**src/sv/fela_pkg.sv**
```systemverilog
// ----------------------------------------------------------------------------
// fela_pkg: shared types and constants
// Request codes, arithmetic-unit opcodes, the pipeline item record and the
// single-precision constants used by the approximate exp/log pipeline.
// ----------------------------------------------------------------------------
package fela_pkg;

  // Request codes carried on req_type.
  typedef enum logic [1:0] {
    REQ_EXP2 = 2'd0,
    REQ_LOG2 = 2'd1,
    REQ_EXP  = 2'd2,
    REQ_LN   = 2'd3
  } req_t;

  // Operation of one arithmetic slot.
  typedef enum logic [1:0] {
    FOP_PASS = 2'd0,
    FOP_ADD  = 2'd1,
    FOP_MUL  = 2'd2
  } fop_t;

  // One item as it travels down the pipeline.
  typedef struct packed {
    logic        v;
    req_t        req;
    logic        err;
    logic        spec;
    logic [31:0] acc;
    logic [31:0] aux;
    logic [31:0] hold;
  } item_t;

  localparam int unsigned NUM_STAGES = 9;

  // Special bit patterns.
  localparam logic [31:0] F_QNAN = 32'h7fc0_0000;
  localparam logic [31:0] F_PINF = 32'h7f80_0000;
  localparam logic [31:0] F_NINF = 32'hff80_0000;

  // Single-precision constants.
  localparam logic [31:0] F_ONE       = 32'h3f80_0000;
  localparam logic [31:0] F_TWO       = 32'h4000_0000;
  localparam logic [31:0] F_127       = 32'h42fe_0000;
  localparam logic [31:0] F_255       = 32'h437f_0000;
  localparam logic [31:0] F_NEG128    = 32'hc300_0000;
  localparam logic [31:0] F_C1        = 32'h3ead_f5d0;  // 0.339766027
  localparam logic [31:0] F_C2        = 32'h3f29_0518;  // 0.660233972
  localparam logic [31:0] F_NEG_THIRD = 32'hbeaa_aaab;  // -0.333333333
  localparam logic [31:0] F_NEG_C23   = 32'hbf2a_aaab;  // -0.666666666
  localparam logic [31:0] F_LOG2E     = 32'h3fb8_aa3b;
  localparam logic [31:0] F_LN2       = 32'h3f31_7218;

  // Exact conversion of a small signed magnitude to single precision.
  function automatic logic [31:0] int_to_f(input logic neg, input logic [7:0] mag);
    logic [2:0]  p;
    logic [23:0] m24;
    logic [7:0]  ex;
    p = 3'd0;
    for (int i = 0; i < 8; i++) begin
      if (mag[i]) begin
        p = 3'(i);
      end
    end
    m24 = 24'(mag) << (5'd23 - 5'(p));
    ex  = 8'd127 + 8'(p);
    if (mag == 8'd0) begin
      int_to_f = 32'h0;
    end else begin
      int_to_f = {neg, ex, m24[22:0]};
    end
  endfunction

endpackage

```
**src/sv/fela_fpu.sv**
```systemverilog
// ----------------------------------------------------------------------------
// fela_fpu: single-precision add / multiply slot
// Combinational IEEE single add or multiply with round to nearest even and
// full subnormal support, or a plain pass of operand a.
// ----------------------------------------------------------------------------
module fela_fpu (
  input  fela_pkg::fop_t op,
  input  logic [31:0]    a,
  input  logic [31:0]    b,
  output logic [31:0]    y
);
  import fela_pkg::*;

  // Leading-zero count by halving steps.
  function automatic logic [5:0] lzc64(input logic [63:0] v);
    logic [63:0] x;
    logic [5:0]  n;
    x = v;
    n = 6'd0;
    if (x[63:32] == 32'd0) begin n[5] = 1'b1; x = x << 32; end
    if (x[63:48] == 16'd0) begin n[4] = 1'b1; x = x << 16; end
    if (x[63:56] == 8'd0)  begin n[3] = 1'b1; x = x << 8;  end
    if (x[63:60] == 4'd0)  begin n[2] = 1'b1; x = x << 4;  end
    if (x[63:62] == 2'd0)  begin n[1] = 1'b1; x = x << 2;  end
    if (x[63] == 1'b0)     begin n[0] = 1'b1; end
    lzc64 = n;
  endfunction

  // Round and pack a significand whose leading one sits at bit 47.
  function automatic logic [31:0] fp_round(input logic sign, input logic signed [11:0] re,
                                           input logic [47:0] sig);
    logic [5:0]  sh;
    logic [47:0] s2;
    logic        st_lo;
    logic [22:0] man;
    logic [7:0]  ex;
    logic        g;
    logic        st;
    logic        inc;
    logic [30:0] mag;
    sh = 6'd0;
    if (re >= 12'sd1) begin
      s2    = sig;
      st_lo = 1'b0;
      ex    = re[7:0];
    end else begin
      sh    = (re < -12'sd46) ? 6'd48 : 6'(12'sd1 - re);
      s2    = sig >> sh;
      st_lo = |(sig & ~({48{1'b1}} << sh));
      ex    = 8'd0;
    end
    man = s2[46:24];
    g   = s2[23];
    st  = (|s2[22:0]) | st_lo;
    inc = g & (st | man[0]);
    mag = {ex, man} + 31'(inc);
    if (sig == 48'd0) begin
      fp_round = {sign, 31'd0};
    end else if (re >= 12'sd255) begin
      fp_round = {sign, 8'hff, 23'd0};
    end else begin
      fp_round = {sign, mag};
    end
  endfunction

  function automatic logic [31:0] fp_mul(input logic [31:0] x, input logic [31:0] z);
    logic        s;
    logic        x_nan, z_nan, x_inf, z_inf, x_zero, z_zero;
    logic [23:0] mx, mz;
    logic [8:0]  ex, ez;
    logic [47:0] p;
    logic [5:0]  lz;
    logic [47:0] pn;
    logic signed [11:0] re;
    s      = x[31] ^ z[31];
    x_nan  = (x[30:23] == 8'hff) && (x[22:0] != 23'd0);
    z_nan  = (z[30:23] == 8'hff) && (z[22:0] != 23'd0);
    x_inf  = (x[30:0] == F_PINF[30:0]);
    z_inf  = (z[30:0] == F_PINF[30:0]);
    x_zero = (x[30:0] == 31'd0);
    z_zero = (z[30:0] == 31'd0);
    mx = {x[30:23] != 8'd0, x[22:0]};
    mz = {z[30:23] != 8'd0, z[22:0]};
    ex = (x[30:23] == 8'd0) ? 9'd1 : {1'b0, x[30:23]};
    ez = (z[30:23] == 8'd0) ? 9'd1 : {1'b0, z[30:23]};
    p  = mx * mz;
    lz = lzc64({p, 16'd0});
    pn = p << lz;
    re = $signed(12'(ex) + 12'(ez) - 12'd126 - 12'(lz));
    if (x_nan || z_nan || (x_inf && z_zero) || (z_inf && x_zero)) begin
      fp_mul = F_QNAN;
    end else if (x_inf || z_inf) begin
      fp_mul = {s, F_PINF[30:0]};
    end else begin
      fp_mul = fp_round(s, re, pn);
    end
  endfunction

  function automatic logic [31:0] fp_add(input logic [31:0] x0, input logic [31:0] z0);
    logic [31:0] x, z;
    logic        x_nan, z_nan, x_inf, z_inf;
    logic [7:0]  ex, ez, d;
    logic [5:0]  dd;
    logic [49:0] xa, z_full, za, s50, sn;
    logic        sticky;
    logic [5:0]  lz;
    logic [47:0] sig;
    logic signed [11:0] re;
    x_nan = (x0[30:23] == 8'hff) && (x0[22:0] != 23'd0);
    z_nan = (z0[30:23] == 8'hff) && (z0[22:0] != 23'd0);
    x_inf = (x0[30:0] == F_PINF[30:0]);
    z_inf = (z0[30:0] == F_PINF[30:0]);
    // Larger magnitude first.
    if (x0[30:0] < z0[30:0]) begin
      x = z0;
      z = x0;
    end else begin
      x = x0;
      z = z0;
    end
    ex = (x[30:23] == 8'd0) ? 8'd1 : x[30:23];
    ez = (z[30:23] == 8'd0) ? 8'd1 : z[30:23];
    d  = ex - ez;
    dd = (d > 8'd49) ? 6'd50 : d[5:0];
    xa     = {1'b0, x[30:23] != 8'd0, x[22:0], 25'd0};
    z_full = {1'b0, z[30:23] != 8'd0, z[22:0], 25'd0};
    za     = z_full >> dd;
    sticky = |(z_full & ~({50{1'b1}} << dd));
    za[0]  = za[0] | sticky;
    s50 = (x[31] ^ z[31]) ? (xa - za) : (xa + za);
    lz  = lzc64({s50, 14'd0});
    sn  = s50 << lz;
    sig = {sn[49:3], |sn[2:0]};
    re  = $signed(12'(ex) + 12'd1 - 12'(lz));
    if (x_nan || z_nan || (x_inf && z_inf && (x0[31] != z0[31]))) begin
      fp_add = F_QNAN;
    end else if (x_inf) begin
      fp_add = x0;
    end else if (z_inf) begin
      fp_add = z0;
    end else if (s50 == 50'd0) begin
      fp_add = {x0[31] & z0[31], 31'd0};
    end else begin
      fp_add = fp_round(x[31], re, sig);
    end
  endfunction

  // Operation select.
  always_comb begin
    unique case (op)
      FOP_ADD: y = fp_add(a, b);
      FOP_MUL: y = fp_mul(a, b);
      default: y = a;
    endcase
  end

endmodule

```
**config.mk**
```make
export PLATFORM = sky130hd
export DESIGN_NAME = fela_fpu
export DESIGN_NICKNAME = d
export VERILOG_FILES = /design/src/sv/fela_pkg.sv /design/src/sv/fela_fpu.sv
export SDC_FILE = /design/constraint.sdc
export NUM_CORES = 2
export LEC_CHECK = 0
export BUFFER_PORTS_ARGS = -buffer_cell sky130_fd_sc_hd__buf_2
export CAP_MARGIN = 30
export CORE_MARGIN = 1
export CORE_UTILIZATION = 55
export DETAILED_ROUTE_END_ITERATION = 10
export GPL_TIMING_DRIVEN = 0
export PLACE_DENSITY = 0.81
export REMOVE_ABC_BUFFERS = 1
export SLEW_MARGIN = 10
export SYNTH_ARGS = -nofsm -noshare
export SYNTH_HDL_FRONTEND = slang
export SYNTH_SLANG_ARGS = --single-unit
```
**constraint.sdc**
```tcl
create_clock -name vclk -period 29.4
set_input_delay 5.88 -clock vclk [all_inputs]
set_output_delay 5.88 -clock vclk [all_outputs]
set_load 0.01 [all_outputs]
```
==> out/summary.txt, run 1 <==
Syn Area/Cell - 6.918 um^2
GRT Total Usage - 74.01%
PortBufs - 98
hold buffers post-CTS - 0
Syn Inst Count - 7,196
status - stopped before the end
Top Ports - 98
Post-Syn Area - 0.04979 mm^2
Worst Endpoint after GRT Repair - y[28]
register area share after synthesis - 0%
Stopped at - global routing
pre-CTS setup slack - -10.37 ns
HPWL after detailed placement - 205,200 um
antenna violations before repair - 67
Error - [ERROR GRT-0232] Routing congestion too high. Check the congestion heatmap in the GUI.
Chip Height - 302.9 um
pin count of the biggest net entering global routing - 78
GR Overflow Total - 5
Synth warnings - 0
row cnt - 109
Netlist cell types - 118
placer congestion estimate - 1.178
initial core utilization - 55.90%
Worst EP kind - top-level output
Chip Width - 302.9 um
dpl cell area - 0.05187 mm^2
-- cell usage after synthesis, drive strengths merged, types with 34 or more instances --
cell | number | area, um^2
o21bai | 40 | 300.3
a21oi | 491 | 2472
nor4 | 109 | 745.7
o221ai | 43 | 382.9
clkbuf | 391 | 1468
nand4 | 104 | 656.9
o21ai | 395 | 1977
mux2i | 58 | 580.6
inv | 704 | 2643
fa | 487 | 9749
o211ai | 128 | 970.9
nor3 | 252 | 1276
and2 | 349 | 2183
o21a | 43 | 322.8
or4 | 38 | 292.8
o22ai | 111 | 694.4
xnor2 | 113 | 989.7
nand2 | 588 | 2215
or2 | 36 | 225.2
or3 | 61 | 391.6
a211oi | 133 | 1028
a211o | 34 | 297.8
a21o | 88 | 660.6
a32oi | 43 | 376.6
o31ai | 63 | 486.7
a2111oi | 37 | 351.6
buf | 101 | 498.0
nor2 | 683 | 2569
and3 | 57 | 356.6
nand3 | 222 | 1121
nand2b | 41 | 256.5
a22oi | 71 | 533.0
xor2 | 69 | 611.8
a31oi | 91 | 584.3
ha | 326 | 4079
a221oi | 60 | 538.0
-- per-layer routing --
metal | track usage, % | GRT overflow
met1 | 77.41 | 1
met2 | 86.18 | 2
met3 | 65.74 | 1
met4 | 60.11 | 1
met5 | 38.92 | 0
-- what timing repair did --
item | in CTS
cloned | 28
endpoints found under the setup margin | 32
pin swaps | 118
resized for setup | 549
setup buffers | 232
-- per-stage QoR --
step | hold slack, ns | cells
detailed placement | 12.25 | 8097
CTS | 12.25 | 8357
floorplan | 11.88 | 6704
global placement | 12.22 | 7967
-- cell families after synthesis --
logic type      Yosys count  synth area share, %
compound gates         2256                31.20
xor+xnor                182                3.217
buf+inv                1208                9.347
mux                      95                2.094
simple gates           2639                26.31
fa+ha+maj               816                27.84
==> inputs of run 2 (changes only) <==
--- a/config.mk
+++ b/config.mk
@@ -8,10 +8,10 @@
 export BUFFER_PORTS_ARGS = -buffer_cell sky130_fd_sc_hd__buf_2
 export CAP_MARGIN = 30
 export CORE_MARGIN = 1
-export CORE_UTILIZATION = 55
+export CORE_UTILIZATION = 40
 export DETAILED_ROUTE_END_ITERATION = 10
 export GPL_TIMING_DRIVEN = 0
-export PLACE_DENSITY = 0.81
+export PLACE_DENSITY_LB_ADDON = 0.15
 export REMOVE_ABC_BUFFERS = 1
 export SLEW_MARGIN = 10
 export SYNTH_ARGS = -nofsm -noshare
==> constraint.sdc (replaced) <==
create_clock -name vclk -period 38.2
set_input_delay 7.64 -clock vclk [all_inputs]
set_output_delay 7.64 -clock vclk [all_outputs]
set_load 0.01 [all_outputs]
==> run 2 against run 1 <==
Compared with the run above:
- the run now ends clean
- synthesized cell count stayed put
- area after synthesis unchanged
==> out/summary.txt, run 2 <==
FMAX - 0.02643 GHz
seq_cells - 0
Syn Area/Cell - 6.918 um^2 (unchanged)
Final period util - 99.06%
Via-to-Cell Ratio - 6.991
GRT Total Usage - 41.42%
Inst Count DP - 8,580 (was 8,097)
actual slew at the worst max-slew pin - 1.279 ns
first-pass GRT wire length - 397,200 um
Top Ports - 98 (unchanged)
Post-Syn Area - 0.04979 mm^2 (unchanged)
initial core utilization - 40.27% (was 55.90%)
share of the synthesized area in the top cell type - 19.58% (unchanged)
die area - 0.1259 mm^2
PortBufs - 98 (unchanged)
Seq. cell area - 0 um^2
share of layout cells above drive strength 1 - 8.876%
max layer used - met5
crit path DAT - 30.20 ns
leading cell types in the layout, fill and taps excluded - inv_1, nor2_1, nand2_1, a21oi_1, fa_1
max incr delay on CP - 0.79 ns
pin count of the biggest net entering global routing - 76
area grow syn2layout - 8.432%
status - finished clean (was stopped before the end)
Startpoint Class - input port
GR Overflow Total - 0
Synth top cells by count - inv_1, nor2_1, nand2_1 (unchanged)
vias in the first global route - 57,955
top cells by area, synth - fa_1, ha_1, inv_1 (unchanged)
CP top delay family - simple AND/OR/NAND/NOR gates
routed len/inst - 31.20 um
met3 wire len - 30,020 um
Vias - 60,560
Slew HR - 14.76%
antenna violations before repair - 29
worst hold path type - in2out
placer congestion estimate - 1.013 (was 1.178)
Max Slew Vio Count - 0
Hold Fails Final Rpt - 0
Netlist cell types - 118 (unchanged)
row cnt - 129 (was 109)
Max-Cap Viols - 0
most numerous cell in the Yosys netlist - inv_1 (unchanged)
top cell type by total area after synthesis - fa_1 (unchanged)
crit-path most repeated cell - ha_1
Final setup viols - 0
Syn Inst Count - 7,196 (unchanged)
CP Max Fanout - 45
# DRC - 0
register area share after synthesis - 0% (unchanged)
clk_buf instances - 0
final WL - 270,300 um
worst setup path category - in2out
Post-DRT Antenna Nets - 0
slowest CP cell - buf_2
HPWL after detailed placement - 206,400 um (was 205,200 um)
WL met2 - 114,800 um
WP data required - 30.56 ns
Core Area - 0.1236 mm^2
CP endpoint kind - output pin
WP buf/inv - 10
hold buffers post-CTS - 0 (unchanged)
1st-iter DRT viols - 8,706
Final Non-Filler Cells - 8,663
M1 WL - 107,500 um
Chip Height - 354.8 um (was 302.9 um)
fin crit period - 37.84 ns
TritonRoute pass-1 iters - 10
commonest non-fill, non-tap cell in the layout - inv_1
Synth warnings - 0 (unchanged)
Chip Width - 354.8 um (was 302.9 um)
Final nets - 7,900
==> run 2: cell counts after synthesis <==
No cell type changed its count.
==> run 2: logic make-up (layout without fill, tap and decap cells) <==
logic type | after synthesis | in the layout | share of synthesized area, %
AND/OR/NAND/NOR | 2639 | 2641 | 26.31
AO/OA/AOI/OAI | 2256 | 2257 | 31.20
adder cells (fa/ha/maj) | 816 | 816 | 27.84
multiplexers | 95 | 95 | 2.094
XOR/XNOR | 182 | 182 | 3.217
buffers and inverters | 1208 | 1028 | 9.347
other | 0 | 7 | 0
==> run 2: per-layer routing <==
metal	vias up	GRT usage [%]
met3	965	8.831
met4	32	21.17
li1	25730	-
met1	29617	54.39
met2	4216	63.84
met5	-	0
==> run 2: area by class of cell <==
cell class | count | area (um^2)
antenna | 7 | 17.52
fill | 13260 | 69650
inverter | 716 | 2795
multi-input combinational | 5991 | 46070
tap | 1637 | 2048
timing repair buffer | 312 | 3055
==> run 2: timing repair <==
action / CTS / global route
buffers inserted: 29 / 21
gates resized for setup: 89 / 55
hold endpoints to repair: 0 / 0
setup endpoints to repair: 32 / 31
pin swaps: 9 / 10
gates cloned: 3 / 0
==> run 2: per-stage QoR <==
stage	utilization, %	hold WS [ns]	area (um^2)	setup slack, ns	setup TNS [ns]
final	43.66	15.85	53980	0.3582	0
after global placement	40.73	15.85	50360	-17.11	-511.10
after detailed placement	42.57	15.86	52640	-5.459	-144.70
after floorplan	-	15.40	47820	-1.605	-30.45
after global routing	43.66	15.83	53980	-0.06993	-0.1884
after CTS	43.12	15.83	53310	0.01934	0
==> run 2: path summary, 6_finish.rpt <==
| kind | cells after the start | slack [ns] | to | startpoint |
|---|---|---|---|---|
| setup / recovery | 78 | 0.36 | y[26] | a[12] |
| hold / removal | 3 | 15.85 | y[26] | a[26] |
Power of run 2 is left out: the tool's default activity adds up to more than one toggle a clock period on the data nets, which glitch-free logic cannot reach.
